<file path="src/sv/ipcc_pkg.sv">
// ---------------------------------------------------------------------------
// ipcc_pkg
// Shared constants and types for the IPv4 transport classifier with counters.
// ---------------------------------------------------------------------------
package ipcc_pkg;

  localparam int unsigned MAX_FRAME_BYTES = 2048;
  localparam int unsigned POS_W           = $clog2(MAX_FRAME_BYTES + 1);
  localparam int unsigned CNT_W           = 64;
  localparam int unsigned NUM_CNT         = 5;

  localparam int unsigned ETH_HDR_BYTES   = 14;
  localparam int unsigned MIN_IPV4_FRAME  = 34;
  localparam int unsigned ICMP_HDR_BYTES  = 8;

  localparam logic [15:0] ETHERTYPE_IPV4    = 16'h0800;
  localparam logic [7:0]  PROTO_ICMP        = 8'd1;
  localparam logic [7:0]  PROTO_TCP         = 8'd6;
  localparam logic [7:0]  PROTO_UDP         = 8'd17;
  localparam logic [7:0]  ICMP_ECHO_REQUEST = 8'd8;

  localparam logic [2:0] CLS_TCP   = 3'd0;
  localparam logic [2:0] CLS_UDP   = 3'd1;
  localparam logic [2:0] CLS_ICMP  = 3'd2;
  localparam logic [2:0] CLS_OTHER = 3'd3;
  localparam logic [2:0] CLS_NONE  = 3'd4;

  localparam int unsigned CNT_DROPPED = 4;

  localparam int unsigned MASK_TCP  = 0;
  localparam int unsigned MASK_UDP  = 1;
  localparam int unsigned MASK_ICMP = 2;

  typedef struct packed {
    logic       drop;
    logic [2:0] cls;
    logic       echo;
  } verdict_t;

  typedef struct packed {
    logic     valid;
    verdict_t data;
  } vq_out_t;

endpackage

</file>
<file path="src/sv/ipcc_front.sv">
// ---------------------------------------------------------------------------
// ipcc_front
// Byte parser: tracks position, captures header fields, judges the frame on
// its last beat and pushes the verdict into the queue.
// ---------------------------------------------------------------------------
module ipcc_front (
  input  logic                clk,
  input  logic                rst,
  input  logic                cfg_wr_en,
  input  logic [2:0]          cfg_wr_data,
  input  logic                in_valid,
  output logic                in_stall,
  input  logic [7:0]          frame_byte,
  input  logic                frame_last,
  input  logic                q_full,
  output logic                q_push,
  output ipcc_pkg::verdict_t  q_data
);
  import ipcc_pkg::*;

  localparam logic [POS_W-1:0] MAX_POS   = POS_W'(MAX_FRAME_BYTES);
  localparam logic [POS_W-1:0] POS_ETH12 = POS_W'(12);
  localparam logic [POS_W-1:0] POS_ETH13 = POS_W'(13);
  localparam logic [POS_W-1:0] POS_IHL   = POS_W'(ETH_HDR_BYTES);
  localparam logic [POS_W-1:0] POS_PROTO = POS_W'(23);
  localparam logic [POS_W-1:0] MIN_LEN   = POS_W'(MIN_IPV4_FRAME);
  localparam logic [POS_W-1:0] ICMP_MIN  = POS_W'(ETH_HDR_BYTES + ICMP_HDR_BYTES);

  logic [POS_W-1:0] pos;
  logic [15:0]      ether_kind;
  logic [3:0]       header_words;
  logic [7:0]       transport_kind;
  logic [7:0]       icmp_kind;
  logic [2:0]       handler_mask;

  logic             accept;
  logic [POS_W-1:0] len;
  logic [3:0]       hw_eff;
  logic [POS_W-1:0] icmp_pos;
  logic [POS_W-1:0] icmp_need;
  verdict_t         verdict;

  assign in_stall = q_full;
  assign accept   = in_valid && !in_stall;

  assign len       = (pos >= MAX_POS) ? MAX_POS : pos + POS_W'(1);
  assign hw_eff    = (pos == POS_IHL) ? frame_byte[3:0] : header_words;
  assign icmp_pos  = POS_IHL + POS_W'({hw_eff, 2'b00});
  assign icmp_need = ICMP_MIN + POS_W'({header_words, 2'b00});

  // fields are never read on the byte that captures them: length checks fail
  always_comb begin
    verdict = '{drop: 1'b0, cls: CLS_NONE, echo: 1'b0};
    if (len >= MIN_LEN && ether_kind == ETHERTYPE_IPV4) begin
      if (transport_kind == PROTO_TCP && handler_mask[MASK_TCP]) begin
        verdict.cls = CLS_TCP;
      end else if (transport_kind == PROTO_UDP && handler_mask[MASK_UDP]) begin
        verdict.cls = CLS_UDP;
      end else if (transport_kind == PROTO_ICMP && handler_mask[MASK_ICMP]) begin
        if (len < icmp_need) begin
          verdict.drop = 1'b1;
        end else begin
          verdict.cls = CLS_ICMP;
          if (icmp_kind == ICMP_ECHO_REQUEST) begin
            verdict.drop = 1'b1;
            verdict.echo = 1'b1;
          end
        end
      end else begin
        verdict.cls = CLS_OTHER;
      end
    end
  end

  assign q_push = accept && frame_last;
  assign q_data = verdict;

  always_ff @(posedge clk) begin
    if (rst) begin
      pos            <= '0;
      ether_kind     <= '0;
      header_words   <= '0;
      transport_kind <= '0;
      icmp_kind      <= '0;
      handler_mask   <= '0;
    end else begin
      if (cfg_wr_en) begin
        handler_mask <= cfg_wr_data;
      end
      if (accept) begin
        if (pos == POS_ETH12) begin
          ether_kind[15:8] <= frame_byte;
        end
        if (pos == POS_ETH13) begin
          ether_kind[7:0] <= frame_byte;
        end
        if (pos == POS_PROTO) begin
          transport_kind <= frame_byte;
        end
        if (pos == POS_IHL) begin
          header_words <= frame_byte[3:0];
        end
        if (pos == icmp_pos) begin
          icmp_kind <= frame_byte;
        end
        pos <= frame_last ? '0 : len;
      end
    end
  end

endmodule

</file>
<file path="src/sv/ipcc_queue.sv">
// ---------------------------------------------------------------------------
// ipcc_queue
// Two-entry verdict queue between parser and counter stage.
// ---------------------------------------------------------------------------
module ipcc_queue (
  input  logic                clk,
  input  logic                rst,
  input  logic                push,
  input  ipcc_pkg::verdict_t  push_data,
  output logic                full,
  input  logic                pop,
  output ipcc_pkg::vq_out_t   head
);
  import ipcc_pkg::*;

  verdict_t   entry [2];
  logic       wr_ptr;
  logic       rd_ptr;
  logic [1:0] count;

  assign full       = (count == 2'd2);
  assign head.valid = (count != 2'd0);
  assign head.data  = entry[rd_ptr];

  always_ff @(posedge clk) begin
    if (push) begin
      entry[wr_ptr] <= push_data;
    end
  end

  always_ff @(posedge clk) begin
    if (rst) begin
      wr_ptr <= 1'b0;
      rd_ptr <= 1'b0;
      count  <= '0;
    end else begin
      if (push) begin
        wr_ptr <= ~wr_ptr;
      end
      if (pop) begin
        rd_ptr <= ~rd_ptr;
      end
      case ({push, pop})
        2'b10:   count <= count + 2'd1;
        2'b01:   count <= count - 2'd1;
        default: count <= count;
      endcase
    end
  end

endmodule

</file>
<file path="src/sv/ipcc_back.sv">
// ---------------------------------------------------------------------------
// ipcc_back
// Counter stage: takes one verdict, bumps the counters and holds the result
// beat until the sink takes it.
// ---------------------------------------------------------------------------
module ipcc_back (
  input  logic                          clk,
  input  logic                          rst,
  input  ipcc_pkg::vq_out_t             head,
  output logic                          pop,
  output logic                          out_valid,
  input  logic                          out_stall,
  output logic                          verdict_drop,
  output logic [2:0]                    counted_class,
  output logic                          echo_blocked,
  output logic [ipcc_pkg::CNT_W-1:0]    tcp_total,
  output logic [ipcc_pkg::CNT_W-1:0]    udp_total,
  output logic [ipcc_pkg::CNT_W-1:0]    icmp_total,
  output logic [ipcc_pkg::CNT_W-1:0]    other_total,
  output logic [ipcc_pkg::CNT_W-1:0]    drop_total
);
  import ipcc_pkg::*;

  logic [CNT_W-1:0] counter [NUM_CNT];

  // counters only move on pop, so they double as the held totals
  assign pop = head.valid && (!out_valid || !out_stall);

  assign tcp_total   = counter[CLS_TCP];
  assign udp_total   = counter[CLS_UDP];
  assign icmp_total  = counter[CLS_ICMP];
  assign other_total = counter[CLS_OTHER];
  assign drop_total  = counter[CNT_DROPPED];

  always_ff @(posedge clk) begin
    if (pop) begin
      verdict_drop  <= head.data.drop;
      counted_class <= head.data.cls;
      echo_blocked  <= head.data.echo;
    end
  end

  always_ff @(posedge clk) begin
    if (rst) begin
      out_valid <= 1'b0;
      for (int i = 0; i < NUM_CNT; i++) begin
        counter[i] <= '0;
      end
    end else begin
      if (pop) begin
        out_valid <= 1'b1;
      end else if (!out_stall) begin
        out_valid <= 1'b0;
      end
      if (pop) begin
        for (int i = 0; i < NUM_CNT - 1; i++) begin
          if (head.data.cls == 3'(i)) begin
            counter[i] <= counter[i] + CNT_W'(1);
          end
        end
        if (head.data.echo) begin
          counter[CNT_DROPPED] <= counter[CNT_DROPPED] + CNT_W'(1);
        end
      end
    end
  end

endmodule

</file>
<file path="src/sv/ipv4_l4_packet_classifier_counter.sv">
// ---------------------------------------------------------------------------
// ipv4_l4_packet_classifier_counter
// Ethernet/IPv4 classifier: 4 wrapping class counters, 1 echo-drop counter.
//
//   channel | dir | beat                             | handshake
//   --------+-----+----------------------------------+----------------------
//   in      | in  | frame_byte, frame_last           | in_valid / in_stall
//   out     | out | verdict, class, echo, 5 totals   | out_valid / out_stall
//   cfg     | in  | cfg_wr_data (handler mask)       | cfg_wr_en
//
// One byte per cycle while in_stall is low. Parser judges on the last byte
// into the queue; counter stage registers the result on queue pop.
// A two-entry verdict queue lets the parser run while the output is stalled;
// in_stall rises only when that queue is full.
// Synchronous reset clears position, captures, mask and counters.
// ---------------------------------------------------------------------------
module ipv4_l4_packet_classifier_counter (
  input  logic                        clk,
  input  logic                        rst,
  input  logic                        cfg_wr_en,
  input  logic [2:0]                  cfg_wr_data,
  input  logic                        in_valid,
  output logic                        in_stall,
  input  logic [7:0]                  frame_byte,
  input  logic                        frame_last,
  output logic                        out_valid,
  input  logic                        out_stall,
  output logic                        verdict_drop,
  output logic [2:0]                  counted_class,
  output logic                        echo_blocked,
  output logic [ipcc_pkg::CNT_W-1:0]  tcp_total,
  output logic [ipcc_pkg::CNT_W-1:0]  udp_total,
  output logic [ipcc_pkg::CNT_W-1:0]  icmp_total,
  output logic [ipcc_pkg::CNT_W-1:0]  other_total,
  output logic [ipcc_pkg::CNT_W-1:0]  drop_total
);
  import ipcc_pkg::*;

  logic     q_full;
  logic     q_push;
  logic     q_pop;
  verdict_t q_data;
  vq_out_t  q_head;

  ipcc_front u_front (
    .clk         (clk),
    .rst         (rst),
    .cfg_wr_en   (cfg_wr_en),
    .cfg_wr_data (cfg_wr_data),
    .in_valid    (in_valid),
    .in_stall    (in_stall),
    .frame_byte  (frame_byte),
    .frame_last  (frame_last),
    .q_full      (q_full),
    .q_push      (q_push),
    .q_data      (q_data)
  );

  ipcc_queue u_queue (
    .clk       (clk),
    .rst       (rst),
    .push      (q_push),
    .push_data (q_data),
    .full      (q_full),
    .pop       (q_pop),
    .head      (q_head)
  );

  ipcc_back u_back (
    .clk           (clk),
    .rst           (rst),
    .head          (q_head),
    .pop           (q_pop),
    .out_valid     (out_valid),
    .out_stall     (out_stall),
    .verdict_drop  (verdict_drop),
    .counted_class (counted_class),
    .echo_blocked  (echo_blocked),
    .tcp_total     (tcp_total),
    .udp_total     (udp_total),
    .icmp_total    (icmp_total),
    .other_total   (other_total),
    .drop_total    (drop_total)
  );

endmodule

</file>
<file path="config.mk">
export PLATFORM = sky130hd
export DESIGN_NAME = ipv4_l4_packet_classifier_counter
export DESIGN_NICKNAME = d
export VERILOG_FILES = /design/src/sv/ipcc_pkg.sv /design/src/sv/ipcc_front.sv /design/src/sv/ipcc_queue.sv /design/src/sv/ipcc_back.sv /design/src/sv/ipv4_l4_packet_classifier_counter.sv
export SDC_FILE = /design/constraint.sdc
export NUM_CORES = 1
export LEC_CHECK = 0
export ABC_AREA = 1
export BUFFER_PORTS_ARGS = -buffer_cell sky130_fd_sc_hd__buf_4
export CAP_MARGIN = 5
export CORE_ASPECT_RATIO = 1.4
export CORE_MARGIN = 2
export CORE_UTILIZATION = 35
export DETAILED_ROUTE_END_ITERATION = 12
export SLEW_MARGIN = 20
export SYNTH_ARGS = -nofsm -noshare
export SYNTH_HDL_FRONTEND = slang
export SYNTH_SLANG_ARGS = --single-unit
</file>
<file path="constraint.sdc">
create_clock -name clk -period 3.4 [get_ports clk]
set_clock_uncertainty 0.1 [all_clocks]
set_input_delay 0.34 -clock clk [delete_from_list [all_inputs] [get_ports clk]]
set_output_delay 0.34 -clock clk [all_outputs]
set_load 0.02 [all_outputs]
</file>
==> results_dict.tcl <==
set metrics [dict create \
    status "finished clean" \
    grt-ovfl-total 0 \
    synthMuxAreaShare_pct 0.0905 \
    slew_headroom_pct 37.8 \
    ant_nets 0 \
    rsz0062_at_grt "no" \
    critPathMostFrequentCell "buf_4" \
    io_pins 344 \
    timing.final.hold_violations 0 \
    grt_pass1_vias 22500 \
    rr_worst_depth 10 \
    wl_per_cell_um 18.7 \
    required_ns 3.66 \
    dpl_cell_area_mm2 0.0286 \
    syn_area_mm2 0.0249 \
    synth_edf_count 335 \
    synth_top_cell_area_share_pct 40.4 \
    grt_usage_pct 22.8 \
    hp-class "input port to register" \
    utilization_pct 43.1 \
    fmax_mhz 356 \
    port_buffers 343 \
    h-tree-depth 2 \
    post-cts-setup-buffers 0 \
    cap_violations 0 \
    diodes 0 \
    syn_inst 3188 \
    synthFlopType "edfxtp_1" \
    fp.dieW_um 229 \
    async_flop_share_pct 0 \
    clk_pin_slew_worst_paths_ns 0.06 \
    clk_path_buf_depth 3 \
    vdd_drop_max_v 0.000488 \
    fillers 7176 \
    ys_warn_count 0 \
    r2r_end "u_back.counter[0][218]$_SDFFCE_PP0P_" \
    synth-seq-area-share_pct 45.0 \
    drtIter0Drc 1511 \
    vias 23100 \
    wl_mm 85.1 \
    synthMostInstantiatedCell "nand2_1" \
    p_leak_nw 12.0 \
    period_needed_ns 2.81 \
    syn_nets 3222 \
    syn_area_per_cell_um2 7.80 \
    core_mm2 0.0704 \
    clkLatencyLatePin_ns 0.60 \
    synthTopCellsByCount "nand2_1, nor2_1, inv_1" \
    cts_buffers 45 \
    worstPathMaxFanout 30 \
    dp_hpwl_mm 66.0 \
    worstPathCellList "dlygate4sd3_1 > buf_4 > inv_1 > nand2_1 > nor2_1 > o21ai_1 > nand4_1 > inv_8 > buf_4 > a21oi_1 > o21a_1" \
    setup_violations 0 \
    reg2reg_slack_ns 0.61 \
    min_from "in_valid" \
    power_density_mw_per_mm2 461 \
    place_ws_ns 0.503 \
    fin_setup_tns_ns 0 \
    synth_top_family_by_area "simple AND/OR/NAND/NOR gates" \
    hold_path_depth 4 \
    max_stage_delay_ns 0.52 \
    cts_tree "done" \
    synth_simple_gate_area_share_pct 34.7 \
    holdPathEnd "u_front.pos[6]$_SDFFE_PP0P_" \
    avgViaCountPerCell 5.07 \
    drt_first_pass_iters 6 \
    critPathCaptureType "register" \
    power.total_mw 14.0 \
    antenna_found_initial 0 \
    ff_latch_area_mm2 0.0112 \
    synth_compound_area_share_pct 5.88 \
    crit_slowest_cell "dlygate4sd3_1" \
    dieArea_mm2 0.0733 \
    crit_type "input port to register" \
    multi_input_area_mm2 0.0117 \
    numClockSinks 392 \
    fp-row-count 115 \
    cp_top_family "buffers and inverters" \
    nNetsFinal 3607 \
    critPathArrivalTime_ns 3.06 \
    netlist-cell-type-count 60 \
    synthXorXnorAreaFrac_pct 5.32 \
    die_h_um 319 \
    grt_pass1_wl_mm 131 \
    worst-path-stages 11 \
    gp_congestion 0.951 \
    grt_max_degree 65 \
    tightest_slew_ns 0.930 \
    synthAdderAreaFrac_pct 0.855 \
    placed_cells 4440 \
    initial_core_util_pct 35.4 \
    fin_cells 4545 \
    worstReg2RegStart "u_queue.count[0]$_SDFFE_PP0P_" \
    post-route-drc-count 0 \
    synth_top_area_cell "edfxtp_1" \
    slew_viol_final 0 \
    ys_top_cells_by_area "edfxtp_1, nand2_1, nor2_1, inv_1, dfxtp_1" \
    root_buffer "clkbuf_16" \
    syn_to_final_growth_pct 21.9 \
    period_share_pct 82.6 \
    start_kind "input port" \
    hold_slack_ns 0.111 \
    crit_buf_inv 5 \
    layout-drive-gt1-share_pct 17.2 \
    stdcell_area_mm2 0.0303 \
    fin_ws_ns 0.592 \
    synth-seq-cells 392 \
]
## cell families after synthesis
group	count (synthesis)
AND/OR/NAND/NOR	1836
buffers and inverters	515
flip-flops	392
AO/OA/AOI/OAI	275
XOR/XNOR	151
adder cells (fa/ha/maj)	17
multiplexers	2
## power breakdown
part / internal (mW) / switching, mW / total (mW) / leakage (nW)
Sequential: 5.76 / 0.613 / 6.37 / 3.90
Clock: 2.74 / 2.17 / 4.91 / 0.731
Combinational: 0.937 / 1.75 / 2.69 / 7.38
Total: 9.44 / 4.53 / 14.0 / 12.0
## routing by layer
layer	track usage (%)	wire (um)	vias to the layer above
li1	-	-	11300
met5	0	0	-
met4	9.97	3650	0
met3	4.51	4950	194
met1	27.0	34300	10900
met2	39.9	42300	674
## tightest hold or removal path, stage by stage
cell     delay [ns]
buf_4          0.08
o21ai_1        0.18
nand2_1        0.10
a21oi_1        0.06
## repair_timing
item	CTS	global route
hold endpoints to repair	38	0
gates resized for setup	0	0
hold buffers	22	0
## cell usage in the layout (no fill, tap or decap), drive strengths merged, types with 19 or more instances in the layout
cell and count:
dlygate4sd3 22, a21oi 169, nor4 46, nor3b 23, clkinv 19, dfxtp 57
nand2 662, nor2 539, edfxtp 335, clkbuf 58, buf 367, or2 66
xor2 96, inv 469, nor3 162, nand4 123, xnor2 55, nand3 189
o21ai 76
## worst max path at each step
stage	slack (ns)	startpoint	to
2_1_floorplan	0.52	u_back.out_valid$_SDFFE_PP0P_	u_back.counter[0][0]$_SDFFCE_PP0P_
3_3_place_gp	0.54	rst	u_back.counter[0][178]$_SDFFCE_PP0P_
3_5_place_dp	0.50	rst	u_back.counter[0][218]$_SDFFCE_PP0P_
4_1_cts	0.58	u_queue.count[0]$_SDFFE_PP0P_	u_back.counter[0][218]$_SDFFCE_PP0P_
5_1_grt	0.40	rst	u_back.counter[0][218]$_SDFFCE_PP0P_
6_report	0.59	rst	u_back.counter[0][218]$_SDFFCE_PP0P_
## state kept, by name, summed over array words and instances, names as in the netlist, 2 cells and up, named ones only
signal,cells
u_queue.count,2
u_front.icmp_kind,8
u_front.header_words,4
u_front.pos,12
u_back.counted_class,3
u_front.ether_kind,16
u_queue.entry,10
u_front.handler_mask,3
u_back.counter,320
u_front.transport_kind,8
## final cells by class
cell class	instances	share of cell area (%)
flip-flops and latches	392	36.9
repair buffers	389	10.1
inverters	464	5.77
clock buffers	58	4.33
clock inverters	25	0.462
well taps	936	3.86
multi-input cells	2281	38.5
No activity file was read; power rests on OpenSTA's default activity.
